`config.mk`:
```
export PLATFORM = sky130hd
export DESIGN_NAME = byte_stream_find_and_replace_flat
export DESIGN_NICKNAME = d
export VERILOG_FILES = /design/src/sv/bsfr_pkg.sv /design/src/sv/bsfr_if.sv /design/src/sv/bsfr_front.sv /design/src/sv/bsfr_queue.sv /design/src/sv/bsfr_back.sv /design/src/sv/byte_stream_find_and_replace.sv /design/src/flat_wrapper.sv
export SDC_FILE = /design/constraint.sdc
export NUM_CORES = 1
export LEC_CHECK = 0
export ABC_AREA = 0
export BUFFER_PORTS_ARGS = -buffer_cell sky130_fd_sc_hd__buf_4
export CORE_MARGIN = 4
export CORE_UTILIZATION = 45
export CTS_CLUSTER_DIAMETER = 50
export DETAILED_ROUTE_END_ITERATION = 12
export GPL_TIMING_DRIVEN = 0
export HOLD_SLACK_MARGIN = 0.08
export PLACE_DENSITY = 0.74
export SYNTH_ARGS = -nofsm -noshare
export SYNTH_HDL_FRONTEND = slang
export SYNTH_SLANG_ARGS = --single-unit
```
`constraint.sdc`:
```
create_clock -name clk -period 9.6 [get_ports clk]
set_input_delay 1.44 -clock clk [delete_from_list [all_inputs] [get_ports clk]]
set_output_delay 1.44 -clock clk [all_outputs]
set_load 0.05 [all_outputs]
```
`src/sv/bsfr_pkg.sv`:
```
`default_nettype none
package bsfr_pkg;

  localparam int MaxRepl  = 8;
  localparam int CntW     = $clog2(MaxRepl + 1);
  localparam int IdxW     = $clog2(MaxRepl);
  localparam int QDepth   = 4;
  localparam int QPtrW    = $clog2(QDepth);
  localparam int CfgIdxW  = 8;
  localparam int CfgDataW = 64;

  // register indexes
  localparam logic [CfgIdxW-1:0] CfgPattern = 8'd0;
  localparam logic [CfgIdxW-1:0] CfgRepl    = 8'd1;
  localparam logic [CfgIdxW-1:0] CfgLen     = 8'd2;

  // one unit of back-end work: either a replacement burst or up to three
  // literal bytes, then possibly the end of the text
  typedef struct packed {
    logic            is_repl;
    logic [2:0][7:0] lits;
    logic [CntW-1:0] count;
    logic            done;
  } job_t;

  function automatic logic [CntW-1:0] clamp_len(input logic [3:0] len);
    if (len > 4'(MaxRepl)) begin
      return CntW'(MaxRepl);
    end
    return CntW'(len);
  endfunction

endpackage
`default_nettype wire

```
`src/sv/bsfr_if.sv`:
```
`default_nettype none
interface text_if import bsfr_pkg::*; ();
  logic       valid;
  logic       ready;
  logic [7:0] text_byte;
  logic       text_end;
  modport source (output valid, text_byte, text_end, input ready);
  modport sink   (input valid, text_byte, text_end, output ready);
  modport mon    (input valid, ready, text_byte, text_end);
endinterface

interface result_if import bsfr_pkg::*; ();
  logic       valid;
  logic       ready;
  logic [7:0] out_byte;
  logic       byte_present;
  logic       text_done;
  logic       run_last;
  modport source (output valid, out_byte, byte_present, text_done, run_last, input ready);
  modport sink   (input valid, out_byte, byte_present, text_done, run_last, output ready);
  modport mon    (input valid, ready, out_byte, byte_present, text_done, run_last);
endinterface

interface cfg_if import bsfr_pkg::*; ();
  logic                valid;
  logic                ready;
  logic [CfgIdxW-1:0]  index;
  logic [CfgDataW-1:0] data;
  modport source (output valid, index, data, input ready);
  modport sink   (input valid, index, data, output ready);
  modport mon    (input valid, ready, index, data);
endinterface
`default_nettype wire

```
`src/sv/bsfr_front.sv`:
```
`default_nettype none
module bsfr_front import bsfr_pkg::*; (
  input  wire logic            clk,
  input  wire logic            rst,
  text_if.sink                 text,
  input  wire logic [23:0]     pattern,
  input  wire logic [CntW-1:0] repl_len,
  input  wire logic            q_ready,
  output logic                 push,
  output job_t                 job
);

  logic [7:0] p0, p1, p0_next, p1_next;
  logic [1:0] cnt, cnt_next;
  logic       accept, match;

  assign text.ready = q_ready;
  assign accept     = text.valid && q_ready;
  assign match      = (cnt == 2'd2) && ({text.text_byte, p1, p0} == pattern);

  always_comb begin
    job.is_repl = 1'b0;
    job.lits    = {text.text_byte, p1, p0};
    job.count   = '0;
    job.done    = text.text_end;
    p0_next     = p0;
    p1_next     = p1;
    cnt_next    = cnt;
    if (cnt == 2'd2) begin
      if (match) begin
        job.is_repl = 1'b1;
        job.count   = repl_len;
        cnt_next    = 2'd0;
      end else begin
        job.count = text.text_end ? CntW'(3) : CntW'(1);
        p0_next   = p1;
        p1_next   = text.text_byte;
      end
    end else if (cnt == 2'd1) begin
      job.lits  = {8'h00, text.text_byte, p0};
      job.count = text.text_end ? CntW'(2) : CntW'(0);
      p1_next   = text.text_byte;
      cnt_next  = 2'd2;
    end else begin
      job.lits  = {8'h00, 8'h00, text.text_byte};
      job.count = text.text_end ? CntW'(1) : CntW'(0);
      p0_next   = text.text_byte;
      cnt_next  = 2'd1;
    end
    // end of text flushes everything held
    if (text.text_end) begin
      cnt_next = 2'd0;
    end
  end

  // a word with nothing to emit and no end leaves no work behind
  assign push = accept && ((job.count != '0) || text.text_end);

  always_ff @(posedge clk) begin
    if (rst) begin
      cnt <= 2'd0;
    end else if (accept) begin
      cnt <= cnt_next;
    end
  end

  always_ff @(posedge clk) begin
    if (accept) begin
      p0 <= p0_next;
      p1 <= p1_next;
    end
  end

endmodule
`default_nettype wire

```
`src/sv/bsfr_queue.sv`:
```
`default_nettype none
module bsfr_queue import bsfr_pkg::*; (
  input  wire logic clk,
  input  wire logic rst,
  input  wire logic push,
  input  job_t      push_job,
  output logic      ready,
  input  wire logic pop,
  output logic      head_valid,
  output job_t      head_job
);

  job_t             slots [QDepth];
  logic [QPtrW-1:0] wr_ptr, rd_ptr;
  logic [QPtrW:0]   fill;
  logic             do_push, do_pop;

  assign ready      = (fill != (QPtrW + 1)'(QDepth));
  assign head_valid = (fill != '0);
  assign head_job   = slots[rd_ptr];
  assign do_push    = push && ready;
  assign do_pop     = pop && head_valid;

  always_ff @(posedge clk) begin
    if (rst) begin
      wr_ptr <= '0;
      rd_ptr <= '0;
      fill   <= '0;
    end else begin
      if (do_push) begin
        wr_ptr <= wr_ptr + 1'b1;
      end
      if (do_pop) begin
        rd_ptr <= rd_ptr + 1'b1;
      end
      if (do_push && !do_pop) begin
        fill <= fill + 1'b1;
      end else if (do_pop && !do_push) begin
        fill <= fill - 1'b1;
      end
    end
  end

  always_ff @(posedge clk) begin
    if (do_push) begin
      slots[wr_ptr] <= push_job;
    end
  end

endmodule
`default_nettype wire

```
`src/sv/bsfr_back.sv`:
```
`default_nettype none
module bsfr_back import bsfr_pkg::*; (
  input  wire logic                  clk,
  input  wire logic                  rst,
  input  wire logic                  head_valid,
  input  job_t                       head_job,
  input  wire logic [MaxRepl*8-1:0]  repl,
  output logic                       pop,
  result_if.source                   result
);

  logic [MaxRepl-1:0][7:0] repl_arr;
  logic [IdxW-1:0]         idx;
  logic                    rv, out_free, gen, last;
  logic [7:0]              cur_byte;

  assign repl_arr = repl;
  assign out_free = !rv || result.ready;
  assign gen      = head_valid && out_free;
  assign last     = (head_job.count == '0) ||
                    (CntW'(idx) == (head_job.count - CntW'(1)));
  assign pop      = gen && last;

  always_comb begin
    if (head_job.is_repl) begin
      cur_byte = repl_arr[idx];
    end else if (idx == IdxW'(1)) begin
      cur_byte = head_job.lits[1];
    end else if (idx == IdxW'(2)) begin
      cur_byte = head_job.lits[2];
    end else begin
      cur_byte = head_job.lits[0];
    end
  end

  always_ff @(posedge clk) begin
    if (rst) begin
      rv  <= 1'b0;
      idx <= '0;
    end else begin
      if (out_free) begin
        rv <= gen;
      end
      if (gen) begin
        idx <= last ? '0 : idx + 1'b1;
      end
    end
  end

  // output word register; holds while the sink stalls
  always_ff @(posedge clk) begin
    if (gen) begin
      result.out_byte     <= (head_job.count == '0) ? 8'h00 : cur_byte;
      result.byte_present <= (head_job.count != '0);
      result.text_done    <= last && head_job.done;
      result.run_last     <= last;
    end
  end

  assign result.valid = rv;

endmodule
`default_nettype wire

```
`src/sv/byte_stream_find_and_replace.sv`:
```
`default_nettype none
// Streaming find-and-replace on a byte stream. Text arrives one word per byte
// on the text channel; each non-overlapping occurrence of the 3-byte pattern,
// taken left to right, is replaced by the first replacement_length bytes of
// the replacement (lengths above eight count as eight). Up to two bytes are
// held back while they might still start a match. The front end takes one
// text word per cycle while the job queue has room and turns each word that
// leaves work into a job; a four-entry job queue feeds the back end, which
// emits one result word per cycle while the sink is ready. A plain byte gives
// one result word, a match replacement_length words and the end of a text up
// to three (one marker word if nothing is left to give); the back end's
// one-word-per-cycle emitter sets the sustained rate, and the queue absorbs
// short bursts so input keeps flowing meanwhile. Configuration words are
// taken at any time, but should only be written while the block is idle.
module byte_stream_find_and_replace import bsfr_pkg::*; (
  input  wire logic clk,
  input  wire logic rst,
  text_if.sink      text,
  result_if.source  result,
  cfg_if.sink       cfg
);

  logic [23:0]          pattern;
  logic [MaxRepl*8-1:0] repl;
  logic [3:0]           repl_len;
  logic [CntW-1:0]      len_sat;

  logic q_ready, push, pop, head_valid;
  job_t push_job, head_job;

  // configuration registers: always ready, unknown indexes dropped
  assign cfg.ready = 1'b1;
  assign len_sat   = clamp_len(repl_len);

  always_ff @(posedge clk) begin
    if (rst) begin
      pattern  <= '0;
      repl     <= '0;
      repl_len <= '0;
    end else if (cfg.valid) begin
      case (cfg.index)
        CfgPattern: pattern  <= cfg.data[23:0];
        CfgRepl:    repl     <= cfg.data[MaxRepl*8-1:0];
        CfgLen:     repl_len <= cfg.data[3:0];
        default: begin
        end
      endcase
    end
  end

  // front end: hold pending bytes, spot matches, build jobs
  bsfr_front u_front (
    .clk      (clk),
    .rst      (rst),
    .text     (text),
    .pattern  (pattern),
    .repl_len (len_sat),
    .q_ready  (q_ready),
    .push     (push),
    .job      (push_job)
  );

  // decouple the two halves so each may stall on its own
  bsfr_queue u_queue (
    .clk        (clk),
    .rst        (rst),
    .push       (push),
    .push_job   (push_job),
    .ready      (q_ready),
    .pop        (pop),
    .head_valid (head_valid),
    .head_job   (head_job)
  );

  // back end: expand each job into result words
  bsfr_back u_back (
    .clk        (clk),
    .rst        (rst),
    .head_valid (head_valid),
    .head_job   (head_job),
    .repl       (repl),
    .pop        (pop),
    .result     (result)
  );

endmodule
`default_nettype wire

```
`src/flat_wrapper.sv`:
```
// flat-port wrapper written by rule: the top's interface ports become plain ports
module byte_stream_find_and_replace_flat import bsfr_pkg::*;
  (clk, rst, text_valid, text_text_byte, text_text_end, text_ready, result_valid, result_out_byte, result_byte_present, result_text_done, result_run_last, result_ready, cfg_valid, cfg_index, cfg_data, cfg_ready);
  text_if text_i ();
  result_if result_i ();
  cfg_if cfg_i ();
  input  wire logic clk;
  input  wire logic rst;
  input wire logic [$bits(text_i.valid)-1:0] text_valid;
  input wire logic [$bits(text_i.text_byte)-1:0] text_text_byte;
  input wire logic [$bits(text_i.text_end)-1:0] text_text_end;
  output wire logic [$bits(text_i.ready)-1:0] text_ready;
  output wire logic [$bits(result_i.valid)-1:0] result_valid;
  output wire logic [$bits(result_i.out_byte)-1:0] result_out_byte;
  output wire logic [$bits(result_i.byte_present)-1:0] result_byte_present;
  output wire logic [$bits(result_i.text_done)-1:0] result_text_done;
  output wire logic [$bits(result_i.run_last)-1:0] result_run_last;
  input wire logic [$bits(result_i.ready)-1:0] result_ready;
  input wire logic [$bits(cfg_i.valid)-1:0] cfg_valid;
  input wire logic [$bits(cfg_i.index)-1:0] cfg_index;
  input wire logic [$bits(cfg_i.data)-1:0] cfg_data;
  output wire logic [$bits(cfg_i.ready)-1:0] cfg_ready;
  assign text_i.valid = text_valid;
  assign text_i.text_byte = text_text_byte;
  assign text_i.text_end = text_text_end;
  assign text_ready = text_i.ready;
  assign result_valid = result_i.valid;
  assign result_out_byte = result_i.out_byte;
  assign result_byte_present = result_i.byte_present;
  assign result_text_done = result_i.text_done;
  assign result_run_last = result_i.run_last;
  assign result_i.ready = result_ready;
  assign cfg_i.valid = cfg_valid;
  assign cfg_i.index = cfg_index;
  assign cfg_i.data = cfg_data;
  assign cfg_ready = cfg_i.ready;
  byte_stream_find_and_replace u_core (.clk(clk), .rst(rst), .text(text_i), .result(result_i), .cfg(cfg_i));
endmodule
```
==> impl_metrics.tcl <==
set metrics [dict create \
    wl_per_cell_um 19.5 \
    fin_setup_tns_ps 0 \
    synth_largest_area_cell "edfxtp_1" \
    gr-total-overflow 0 \
    antenna_found_initial 0 \
    fin_ws_ps 5310 \
    yosysWarnings 0 \
    min_period_ps 4290 \
    drive_above_1_share_pct 21.7 \
    ant_nets 0 \
    synth_area_leaders "edfxtp_1 41%, dfxtp_1 20%, mux4_2 9.6%" \
    syn_to_final_growth_pct 19.2 \
    run_status "finished clean" \
    vias_per_cell 5.51 \
    ys_seq_area_share_pct 60.9 \
    slowest_delay_ps 660 \
    clk_latency_ps 540 \
    rsz0062_at_grt "no" \
    row_count 56 \
    slew-limit-headroom_pct 19.4 \
    hold_class "flop to flop" \
    fp.dieH_um 163 \
    synth-edff-count 147 \
    synth_fa_ha_area_share_pct 1.58 \
    clockRootBuffer "clkbuf_16" \
    crit_arrival_ps 4750 \
    wl_um 26100 \
    finClkSkew_ps 17.2 \
    drc 0 \
    drv_slew 0 \
    setup_violations 0 \
    synth_compound_area_share_pct 7.89 \
    synthArstFlopShare_pct 0 \
    io_pins 100 \
    ys_ff_latch 254 \
    cts.sinks 254 \
    pre_cts_ws_ps 4800 \
    cts_tree "built" \
    clkTransAtPathRegs_ps 60 \
    antenna_cells 0 \
    post_cts_buffers 0 \
    dieArea_um2 26500 \
    syn_area_um2 10800 \
    syn_inst 876 \
    vias 7410 \
    gr-usage-all-layers_pct 19.7 \
    grt_max_degree 31 \
    dp_hpwl_um 18700 \
    grt_pass1_wl_um 40600 \
    drt_iter0_markers 615 \
    critPathKind "input port to flop" \
    worstSetupStartpointType "input port" \
    ff2ff_setup_slack_ps 5850 \
    max_freq_ghz 0.233 \
    gp_congestion 0.835 \
    postCtsHoldBufs 0 \
    synth_top_area_share_pct 41.0 \
    clock_path_buffers 3 \
    yosys.area_share.xor_xnor_pct 2.28 \
    power_leakage_uw 0.00441 \
    ir_worst_vdd_mv 0.143 \
    port_buffers 97 \
    slowest_stage "nor4_1" \
    coreArea_um2 23500 \
    worst_pin_slew_ps 1200 \
    path_max_fanout 6 \
    grt_pass1_vias 7296 \
    path_cells "buf_4 > xnor2_1 > nand4_1 > nor4_1 > o2111ai_1 > a31oi_2 > ha_1 > inv_1 > fa_1 > xor2_1 > or3_1 > a21oi_1" \
    first_pass_iters 5 \
    cap_violations 0 \
    end_kind "flop" \
    start_util_pct 45.9 \
    numCtsBuffers 28 \
    holdWs_ps 452 \
    synthFlopType "edfxtp_1" \
    ctsHtreeMaxLevel 1 \
    synth_nets 975 \
    ys_types 56 \
    cts_resized 0 \
    synth_top_family_by_area "multiplexers" \
    cellPowerDensity_nw_per_um2 230 \
    utilization_pct 54.7 \
    cp.required_ps 10070 \
    nNetsFinal 1102 \
    yosys.area_share.simple_pct 11.9 \
    avgSynthCellArea_um2 12.3 \
    muxShareOfSynthArea_pct 12.7 \
    finalCritPeriodShare_pct 44.7 \
    hold_viol_final 0 \
    die_x_um 163 \
]
worst paths after layout:
path / start / end / cells after the start
min: u_core.repl[7]$_SDFFE_PP0P_ / u_core.repl[7]$_SDFFE_PP0P_ / 2
max: text_text_byte[3] / u_core.u_queue.fill[2]$_SDFFE_PP0P_ / 12
min reg2reg: u_core.repl[7]$_SDFFE_PP0P_ / u_core.repl[7]$_SDFFE_PP0P_ / 2
max reg2reg: flop / u_core.u_queue.fill[2]$_SDFFE_PP0P_ / 15
report_power, final:
group	internal [µW]	switching, µW
Clock	645	430
Sequential	1240	37.6
Combinational	223	372
stage by stage:
step / total power (µW) / cells / cell area [µm²]
2_1_floorplan: 1710 / 876 / 10800
3_3_place_gp: 1890 / 1292 / 11900
3_5_place_dp: 1900 / 1292 / 11900
4_1_cts: 2970 / 1344 / 12800
5_1_grt: 3060 / 1344 / 12800
6_report: 2950 / 1344 / 12800
cell usage after synthesis, types with 9 or more instances:
cell type  count
nand2_1      193
edfxtp_1     147
dfxtp_1      107
a21oi_1      106
mux4_2        46
clkbuf_1      38
xnor2_1       22
nor2_1        20
mux2_2        16
inv_1         15
and2_1        14
mux2i_1       14
ha_1          12
nor2b_1       10
a211oi_1       9
nand4_1        9
o22ai_1        9
cell type report:
class | instances | area [µm²]
Fill cell | 1985 | 10600
Sequential cell | 254 | 6560
Multi-Input combinational cell | 552 | 3920
Clock buffer | 41 | 812
Timing Repair Buffer | 97 | 728
Tap cell | 319 | 399
Buffer | 51 | 220
Clock inverter | 11 | 126
Inverter | 19 | 72.6
flip-flops by register name, indices dropped and copies added (netlist names), named ones only:
signal                             flops
u_core.u_queue.wr_ptr                  2
u_core.u_front.p0                      8
u_core.u_back.result.byte_present      1
u_core.u_back.result.out_byte          8
u_core.u_back.result.run_last          1
u_core.u_queue.rd_ptr                  2
u_core.u_queue.slots                 120
u_core.u_back.result.text_done         1
u_core.repl_len                        4
u_core.u_front.p1                      8
u_core.u_front.cnt                     2
u_core.u_back.idx                      3
u_core.u_queue.fill                    3
u_core.pattern                        24
u_core.u_back.result.valid             1
u_core.repl                           64
routing by layer:
metal,up-vias,global-route usage (%),part of all wire [%]
li1,3434,-,-
met1,3695,26.9,42
met2,246,33.9,50
met3,35,2.66,6.1
met4,0,4.54,2.0
met5,-,0,0
placed cells by master, fill, tap and decap left out, drive strengths merged, types with 10 or more instances in the layout:
cell type and count:
mux2 17, mux4 46, buf 110, ha 12
inv 19, clkbuf 79, and2 14, nor2 20
xnor2 22, a21oi 106, nand2 193, dfxtp 107
edfxtp 147, mux2i 14, nor2b 10
worst max-delay path, delay by kind of cell:
family	cells	cell delay (ps)
xor+xnor	2	390
fa+ha+maj	2	680
simple gates	3	1090
compound gates	3	940
buf+inv	2	220
cells by family (layout without fill, tap and decap cells):
logic type	after synthesis	in the layout
AOI/OAI and AO/OA	146	146
muxes	77	77
and+or+nand+nor	287	287
buffers and inverters	70	219
other	1	1
DFF	254	254
adders and majority gates	13	13
xor gates and xnor gates	28	28
Note: power is estimated with default switching activity, not from simulation.
